### config.mk
export PLATFORM = sky130hd
export DESIGN_NAME = sorted_priority_queue_core
export DESIGN_NICKNAME = d
export VERILOG_FILES = /design/src/rtl/spq_pkg.sv /design/src/rtl/spq_ctrl.sv /design/src/rtl/spq_datapath.sv /design/src/rtl/sorted_priority_queue_core.sv
export SDC_FILE = /design/constraint.sdc
export NUM_CORES = 2
export LEC_CHECK = 0
export BUFFER_PORTS_ARGS = -buffer_cell sky130_fd_sc_hd__buf_2
export CORE_MARGIN = 1.5
export CORE_UTILIZATION = 54
export DETAILED_ROUTE_END_ITERATION = 7
export HOLD_SLACK_MARGIN = 0.1
export PLACE_DENSITY = 0.68
export SYNTH_ARGS = -nofsm -noshare
export SYNTH_HDL_FRONTEND = slang
export SYNTH_SLANG_ARGS = --single-unit
### constraint.sdc
create_clock -name clk -period 9.4 [get_ports clk]
set_clock_uncertainty 0.1 [all_clocks]
set_input_delay 0.47 -clock clk [delete_from_list [all_inputs] [get_ports clk]]
set_output_delay 0.47 -clock clk [all_outputs]
set_load 0.01 [all_outputs]
### src/rtl/spq_pkg.sv
// shared widths, codes and control structs for the sorted priority queue
// no dependencies
`default_nettype none

package spq_pkg;

    localparam int KEY_W   = 31;
    localparam int TAG_W   = 16;
    localparam int FAULT_W = 2;
    localparam int OCC_W   = 5;

    localparam logic ACT_INSERT = 1'b0;
    localparam logic ACT_REMOVE = 1'b1;

    localparam logic [FAULT_W-1:0] FAULT_NONE  = 2'd0;
    localparam logic [FAULT_W-1:0] FAULT_EMPTY = 2'd1;
    localparam logic [FAULT_W-1:0] FAULT_FULL  = 2'd2;

    typedef struct packed {
        logic               exec;
        logic               insert;
        logic               remove;
        logic [FAULT_W-1:0] fault;
    } spq_cmd_t;

    typedef struct packed {
        logic empty;
        logic full;
    } spq_status_t;

endpackage

`default_nettype wire

### src/rtl/spq_ctrl.sv
// controller: handshake sequencing and operation decode
// depends on spq_pkg
`default_nettype none

module spq_ctrl
(
    input  wire logic                 clk,
    input  wire logic                 rst_n,
    input  wire logic                 in_valid,
    output logic                      in_ready,
    input  wire logic                 action,
    output logic                      out_valid,
    input  wire logic                 out_ready,
    input  wire spq_pkg::spq_status_t status,
    output spq_pkg::spq_cmd_t         cmd
);
    import spq_pkg::*;

    localparam logic ST_IDLE = 1'b0;
    localparam logic ST_HOLD = 1'b1;

    logic state_reg;
    logic state_next;
    logic exec;

    // a held word that is being taken frees the result register this cycle
    assign in_ready  = (state_reg == ST_IDLE) || out_ready;
    assign out_valid = (state_reg == ST_HOLD);
    assign exec      = in_valid && in_ready;

    always_comb
    begin
        cmd        = '0;
        cmd.exec   = exec;
        if (action == ACT_INSERT)
        begin
            if (status.full)
                cmd.fault = FAULT_FULL;
            else
                cmd.insert = exec;
        end
        else
        begin
            if (status.empty)
                cmd.fault = FAULT_EMPTY;
            else
                cmd.remove = exec;
        end
    end

    always_comb
    begin
        state_next = state_reg;
        case (state_reg)
            ST_IDLE:
            begin
                if (exec)
                    state_next = ST_HOLD;
            end
            ST_HOLD:
            begin
                if (exec)
                    state_next = ST_HOLD;
                else if (out_ready)
                    state_next = ST_IDLE;
            end
            default:
            begin
                state_next = ST_IDLE;
            end
        endcase
    end

    always_ff @(posedge clk or negedge rst_n)
    begin
        if (!rst_n)
            state_reg <= ST_IDLE;
        else
            state_reg <= state_next;
    end

endmodule

`default_nettype wire

### src/rtl/spq_datapath.sv
// datapath: row of sorted entry cells, min tracking and result register
// depends on spq_pkg
`default_nettype none

module spq_datapath
#(
    parameter int QUEUE_DEPTH = 16
)
(
    input  wire logic                        clk,
    input  wire logic                        rst_n,
    input  wire spq_pkg::spq_cmd_t           cmd,
    output spq_pkg::spq_status_t             status,
    input  wire logic [spq_pkg::KEY_W-1:0]   key_in,
    input  wire logic [spq_pkg::TAG_W-1:0]   tag_in,
    output logic                             removed_valid,
    output logic [spq_pkg::KEY_W-1:0]        removed_key,
    output logic [spq_pkg::TAG_W-1:0]        removed_tag,
    output logic [spq_pkg::FAULT_W-1:0]      fault,
    output logic [spq_pkg::KEY_W-1:0]        min_key,
    output logic [spq_pkg::TAG_W-1:0]        min_tag,
    output logic [spq_pkg::OCC_W-1:0]        occupancy
);
    import spq_pkg::*;

    localparam int CNT_W = $clog2(QUEUE_DEPTH + 1);

    logic [KEY_W-1:0]   key_reg  [QUEUE_DEPTH];
    logic [TAG_W-1:0]   tag_reg  [QUEUE_DEPTH];
    logic [KEY_W-1:0]   key_next [QUEUE_DEPTH];
    logic [TAG_W-1:0]   tag_next [QUEUE_DEPTH];
    logic [QUEUE_DEPTH-1:0] gt;

    logic [CNT_W-1:0]   count_reg;
    logic [CNT_W-1:0]   count_next;
    logic [KEY_W-1:0]   min_key_reg;
    logic [KEY_W-1:0]   min_key_next;
    logic [TAG_W-1:0]   min_tag_reg;
    logic [TAG_W-1:0]   min_tag_next;

    logic               removed_valid_reg;
    logic [KEY_W-1:0]   removed_key_reg;
    logic [TAG_W-1:0]   removed_tag_reg;
    logic [FAULT_W-1:0] fault_reg;
    logic [CNT_W+OCC_W-1:0] occ_wide;

    assign status.empty = (count_reg == '0);
    assign status.full  = (count_reg == CNT_W'(QUEUE_DEPTH));

    // per-cell compare: stored entry stays ahead of the new one
    always_comb
    begin
        for (int i = 0; i < QUEUE_DEPTH; i++)
            gt[i] = (CNT_W'(i) < count_reg) && (key_reg[i] > key_in);
    end

    always_comb
    begin
        for (int i = 0; i < QUEUE_DEPTH; i++)
        begin
            key_next[i] = key_reg[i];
            tag_next[i] = tag_reg[i];
            if (cmd.insert && !gt[i])
            begin
                if (i == 0 || gt[(i == 0) ? 0 : i - 1])
                begin
                    key_next[i] = key_in;
                    tag_next[i] = tag_in;
                end
                else
                begin
                    key_next[i] = key_reg[(i == 0) ? 0 : i - 1];
                    tag_next[i] = tag_reg[(i == 0) ? 0 : i - 1];
                end
            end
            else if (cmd.remove && i < QUEUE_DEPTH - 1)
            begin
                key_next[i] = key_reg[(i < QUEUE_DEPTH - 1) ? i + 1 : i];
                tag_next[i] = tag_reg[(i < QUEUE_DEPTH - 1) ? i + 1 : i];
            end
        end
    end

    // min is the frontmost entry of the tail group of equal keys
    always_comb
    begin
        count_next   = count_reg;
        min_key_next = min_key_reg;
        min_tag_next = min_tag_reg;
        if (cmd.insert)
        begin
            count_next = count_reg + CNT_W'(1);
            if (status.empty || key_in <= min_key_reg)
            begin
                min_key_next = key_in;
                min_tag_next = tag_in;
            end
        end
        else if (cmd.remove)
        begin
            count_next = count_reg - CNT_W'(1);
            if (count_reg == CNT_W'(1))
            begin
                min_key_next = '0;
                min_tag_next = '0;
            end
            else if (key_reg[0] == min_key_reg)
            begin
                min_tag_next = tag_reg[1];
            end
        end
    end

    always_ff @(posedge clk)
    begin
        for (int i = 0; i < QUEUE_DEPTH; i++)
        begin
            key_reg[i] <= key_next[i];
            tag_reg[i] <= tag_next[i];
        end
        if (cmd.exec)
        begin
            removed_valid_reg <= cmd.remove;
            removed_key_reg   <= cmd.remove ? key_reg[0] : '0;
            removed_tag_reg   <= cmd.remove ? tag_reg[0] : '0;
            fault_reg         <= cmd.fault;
        end
    end

    always_ff @(posedge clk or negedge rst_n)
    begin
        if (!rst_n)
        begin
            count_reg   <= '0;
            min_key_reg <= '0;
            min_tag_reg <= '0;
        end
        else
        begin
            count_reg   <= count_next;
            min_key_reg <= min_key_next;
            min_tag_reg <= min_tag_next;
        end
    end

    assign occ_wide      = {{OCC_W{1'b0}}, count_reg};
    assign removed_valid = removed_valid_reg;
    assign removed_key   = removed_key_reg;
    assign removed_tag   = removed_tag_reg;
    assign fault         = fault_reg;
    assign min_key       = min_key_reg;
    assign min_tag       = min_tag_reg;
    assign occupancy     = occ_wide[OCC_W-1:0];

endmodule

`default_nettype wire

### src/rtl/sorted_priority_queue_core.sv
// Sorted priority queue core.
// Input channel (in_valid/in_ready) carries one word: action, key_in, tag_in.
// action insert places the entry behind every stored entry with a larger key,
// so the newest of equal keys sits first; action remove pops the front
// (largest) entry. Output channel (out_valid/out_ready) returns one word per
// input word: removed entry, fault code, minimum entry and occupancy.
// The result is registered at the edge that accepts the input word, and the
// output is driven from that register.
// Throughput: one word per cycle while the output is not stalled; all cells
// compare against the new key in parallel and shift in the same edge, and the
// result register is the only holding point between the channels.
// Stall: while out_valid is high and out_ready low, in_ready stays low and
// the result holds; a word taken in the same cycle frees room for the next.
// Reset: occupancy clears to zero and the output register empties; entry
// cells are not cleared, only entries below the occupancy are ever read.
// Depends on spq_pkg, spq_ctrl and spq_datapath.
`default_nettype none

module sorted_priority_queue_core
#(
    parameter int QUEUE_DEPTH = 16
)
(
    input  wire logic                        clk,
    input  wire logic                        rst_n,
    input  wire logic                        in_valid,
    output logic                             in_ready,
    input  wire logic                        action,
    input  wire logic [spq_pkg::KEY_W-1:0]   key_in,
    input  wire logic [spq_pkg::TAG_W-1:0]   tag_in,
    output logic                             out_valid,
    input  wire logic                        out_ready,
    output logic                             removed_valid,
    output logic [spq_pkg::KEY_W-1:0]        removed_key,
    output logic [spq_pkg::TAG_W-1:0]        removed_tag,
    output logic [spq_pkg::FAULT_W-1:0]      fault,
    output logic [spq_pkg::KEY_W-1:0]        min_key,
    output logic [spq_pkg::TAG_W-1:0]        min_tag,
    output logic [spq_pkg::OCC_W-1:0]        occupancy
);
    import spq_pkg::*;

    spq_cmd_t    cmd;
    spq_status_t status;

    spq_ctrl u_ctrl
    (
        .clk       (clk),
        .rst_n     (rst_n),
        .in_valid  (in_valid),
        .in_ready  (in_ready),
        .action    (action),
        .out_valid (out_valid),
        .out_ready (out_ready),
        .status    (status),
        .cmd       (cmd)
    );

    spq_datapath #(
        .QUEUE_DEPTH (QUEUE_DEPTH)
    ) u_datapath
    (
        .clk           (clk),
        .rst_n         (rst_n),
        .cmd           (cmd),
        .status        (status),
        .key_in        (key_in),
        .tag_in        (tag_in),
        .removed_valid (removed_valid),
        .removed_key   (removed_key),
        .removed_tag   (removed_tag),
        .fault         (fault),
        .min_key       (min_key),
        .min_tag       (min_tag),
        .occupancy     (occupancy)
    );

endmodule

`default_nettype wire

==> results by stage <==
Die:
- The area of the die is 103000 um^2.
- The total I/O pin count is 156.
- The starting utilization of the core area is 0.544.
- After floorplanning, the core was divided into 116 placement rows.
- The floorplan step set the die width to 320 um.
- The area of the core is 99900 um^2.
- The vertical die dimension is 320 um.

Detailed routing:
- The pre-antenna-repair detailed-routing pass consisted of 6 iterations.
- The total length of routed wires is 191 mm.
- Detailed routing inserted a total of 41632 vias.
- The number of nets still failing antenna checks after routing is 0.
- The routed length per placed instance is 30.6 um.
- The remaining design rule violation count is 0.
- The number of design-rule violations left by the first detailed-router iteration is 4855.
- The mean number of vias per cell is 6.65.

CTS:
- Clock tree synthesis found a total of 855 sinks.
- Clock-pin slew was measured on the worst setup and hold paths at 0.06 ns.
- The tree is rooted in a sky130_fd_sc_hd__clkbuf_16.
- Once the clock tree was built, the resizer swapped 0 gates to a different size.
- No sink is reached through more buffers than the 3 on the longest clock path.
- The CTS tree is done.
- In this run, CTS created clock tree buffers numbering 98.
- The H-tree was split into 3 levels.
- The clock latency on the worst-skew pair is 0.71 ns.

Min path:
- The classification of the worst-slack hold path is input pin to register.
- The hold path depth is 3.

Global routing:
- The via count of the first global-routing pass is 40177.
- The total overflow reported by the global router is 0.
- In the global route stage, overall resource usage came out at 0.368.
- The pin count of the biggest net entering global routing is 128.
- The first global-routing pass estimated 276 mm of wire.
- The number of antenna violations at the first check in global routing is 10.

STA:
- The setup TNS is 0 ns.
- The final period utilization is 0.715.
- The number of max-slew violations in the final report is 0.
- The final setup violation count is 0.
- The normalized max-slew margin is 0.113.
- Setup slack on the critical path of the routed design comes to 2.68 ns.
- The achievable clock frequency is 149 MHz.
- At the pin with the least slew margin, the transition time is 1.33 ns.
- The time the worst path needs with I/O delays and setup is 6.72 ns.
- Setup repair after global routing left no endpoint under its margin.
- The final number of hold-violating endpoints is 0.

Synthesis:
- The sequential area share after synthesis is 0.468.
- The most common cell in the netlist is sky130_fd_sc_hd__edfxtp_1.
- The share of synthesized registers carrying an async set or reset is 0.0620.
- Of all cell types, the one taking the most synthesized area is sky130_fd_sc_hd__edfxtp_1.
- Ranked by total cell area, the synthesized netlist is headed by sky130_fd_sc_hd__edfxtp_1, sky130_fd_sc_hd__ha_1, sky130_fd_sc_hd__mux2i_1.
- Synthesis inferred 855 register bits.
- The distinct cell type count after synthesis is 63.
- Counting flops with a built-in enable in the synthesized netlist gives 802.
- The share of synthesized area in the top cell type comes to 0.443.
- The mean area per synthesized cell is 11.2 um^2.
- Yosys printed 0 warnings.
- Synthesis produced a netlist whose cell count is 4868.
- The commonest cells after synthesis are sky130_fd_sc_hd__edfxtp_1, sky130_fd_sc_hd__a21oi_1, sky130_fd_sc_hd__ha_1.
- After synthesis the cells add up to 54300 um^2.
- The most used flip-flop cell after synthesis is sky130_fd_sc_hd__edfxtp_1.
- When the netlist entered floorplanning its net count stood at 5450.

Critical path:
- Data on the critical path arrives at its endpoint at 6.93 ns.
- The register-to-register setup slack is 3.58 ns.
- The worst path required time is 9.62 ns.
- The critical path is of the input pin to register type.
- The element type at the critical path end is a register.
- For the worst flop-to-flop path, the logic depth is 11.
- The worst-path maximum fanout is 48.
- The type of element launching the critical path is an input pin.

Flow run:
- The max capacitance violation total is 0.

Layout:
- In the final layout, the share of cells above drive strength 1 is 0.161.
- The synthesis-to-layout area growth is 9.61%.
- The number of nets in the layout is 5461.
- The flip-flop count of the largest register after layout is 496.
- The number of fill cells in the layout is 8397.

Placed design:
- At the end of routability-driven placement, the weighted congestion stood at 0.985.
- The wire-length estimate of the detail-placed layout is 130 mm.
- Input and output buffers added on the ports amount to 155.
- Timing analysis after detailed placement gives a worst setup slack of 2.70 ns.

Power and ir drop:
- In this run the static leakage power is 0.0255 uW.
- VDD sags by at most 199 uV.
- For this design the ratio of total power to cell area is 242 nW/um^2.

Run status:
- The flow ran to the end, and the final reports show no timing, DRC or antenna violations.
## per-stage QoR
stage           util  cell area [um^2]  hold WS [ns]  instances  total power (uW)
2_1_floorplan      -             54300        0.0744       4868              8720
3_3_place_gp   0.562             56200         0.388       6058             10400
3_5_place_dp   0.562             56200         0.392       6058             10500
4_1_cts        0.596             59600         0.102       6259             14300
5_1_grt        0.597             59600         0.135       6260             15000
6_report       0.597             59600         0.136       6262             14400
## where the power goes
group	switching, uW	internal [uW]
clock network	1680	2190
registers	662	5070
logic	2990	1840
total	5340	9110
## logic make-up (layout without fill, tap and decap cells)
logic type               after synthesis  in the layout  share of synthesized area
AO/OA/AOI/OAI                       1088           1088                      0.110
XOR/XNOR                              34             34                    0.00548
adder cells (fa/ha/maj)              530            530                      0.122
buffers and inverters                427            521                     0.0328
flip-flops                           855            855                      0.468
multiplexers                         908            908                      0.176
other                                  0              2                          0
AND/OR/NAND/NOR                     1026           1026                     0.0860
## layout make-up
type                       count  area, um^2  share of cell area
sequential                   855       25400               0.427
multi-input combinational   3586       27400               0.461
inverter                      87         327             0.00548
antenna                        2        5.00           0.0000840
tap                         1298        1620              0.0273
clock buffer                 142        2760              0.0463
timing repair buffer         251        1560              0.0261
clock inverter                41         455             0.00765
## layer usage
| metal | routed length [um] | up-vias | GRT usage |
|---|---|---|---|
| li1 | - | 18303 | - |
| met1 | 75000 | 20542 | 0.479 |
| met2 | 84200 | 2303 | 0.564 |
| met3 | 19900 | 478 | 0.0831 |
| met4 | 12400 | 6 | 0.212 |
| met5 | 34 | - | 0 |
## worst paths after layout
check	end	startpoint
max	u_datapath.key_reg[0][146]	key_in[21]
min	u_datapath.min_key[12]	key_in[12]
max reg2reg	u_datapath.key_reg[0][146]	u_datapath.key_reg[0][150]
min reg2reg	u_datapath.min_tag[4]	u_datapath.min_tag[4]
max in group asynchronous	u_datapath.min_key[19]	rst_n
min in group asynchronous	u_datapath.min_tag[12]	rst_n
## cell usage in the layout (no fill, tap or decap), types with 11 or more instances in the layout
cell type	instances
sky130_fd_sc_hd__edfxtp_1	802
sky130_fd_sc_hd__a21oi_1	782
sky130_fd_sc_hd__ha_1	530
sky130_fd_sc_hd__mux2i_1	524
sky130_fd_sc_hd__nor2_1	460
sky130_fd_sc_hd__mux2_2	366
sky130_fd_sc_hd__nand2_1	218
sky130_fd_sc_hd__buf_2	154
sky130_fd_sc_hd__o21ai_0	123
sky130_fd_sc_hd__clkbuf_16	99
sky130_fd_sc_hd__inv_1	85
sky130_fd_sc_hd__buf_4	78
sky130_fd_sc_hd__nand4_1	70
sky130_fd_sc_hd__nand3_1	69
sky130_fd_sc_hd__dfrtp_1	53
sky130_fd_sc_hd__and2_1	52
sky130_fd_sc_hd__a21o_1	46
sky130_fd_sc_hd__xor2_1	32
sky130_fd_sc_hd__clkbuf_1	31
sky130_fd_sc_hd__nor3_1	29
sky130_fd_sc_hd__and4_1	25
sky130_fd_sc_hd__nor4_1	19
sky130_fd_sc_hd__a221oi_1	18
sky130_fd_sc_hd__mux2_1	18
sky130_fd_sc_hd__dlygate4sd3_1	18
sky130_fd_sc_hd__a211oi_1	17
sky130_fd_sc_hd__a22o_1	16
sky130_fd_sc_hd__a221o_1	15
sky130_fd_sc_hd__nand2b_2	13
sky130_fd_sc_hd__clkinv_2	13
sky130_fd_sc_hd__clkinv_1	13
sky130_fd_sc_hd__clkbuf_8	12
sky130_fd_sc_hd__and2_0	11
## what timing repair did
item                                    in CTS  in global routing
endpoints found under the hold margin       71                  0
setup buffers                                0                  0
endpoints found under the setup margin       0                  0
hold buffers                                18                  0
## worst max-delay path, stage by stage
cell and delay, ns:
sky130_fd_sc_hd__dlygate4sd3_1 0.55, sky130_fd_sc_hd__buf_2 0.38, sky130_fd_sc_hd__inv_1 0.48, sky130_fd_sc_hd__ha_1 0.45, sky130_fd_sc_hd__nand2_1 0.07, sky130_fd_sc_hd__or3_1 0.48, sky130_fd_sc_hd__nor4_1 1.02, sky130_fd_sc_hd__a22oi_1 0.28
sky130_fd_sc_hd__a21boi_0 0.24, sky130_fd_sc_hd__a31oi_4 0.20, sky130_fd_sc_hd__buf_4 0.81, sky130_fd_sc_hd__and2_2 0.29, sky130_fd_sc_hd__nand2b_2 0.56, sky130_fd_sc_hd__buf_4 0.56
(Power assumes the default switching activity.)
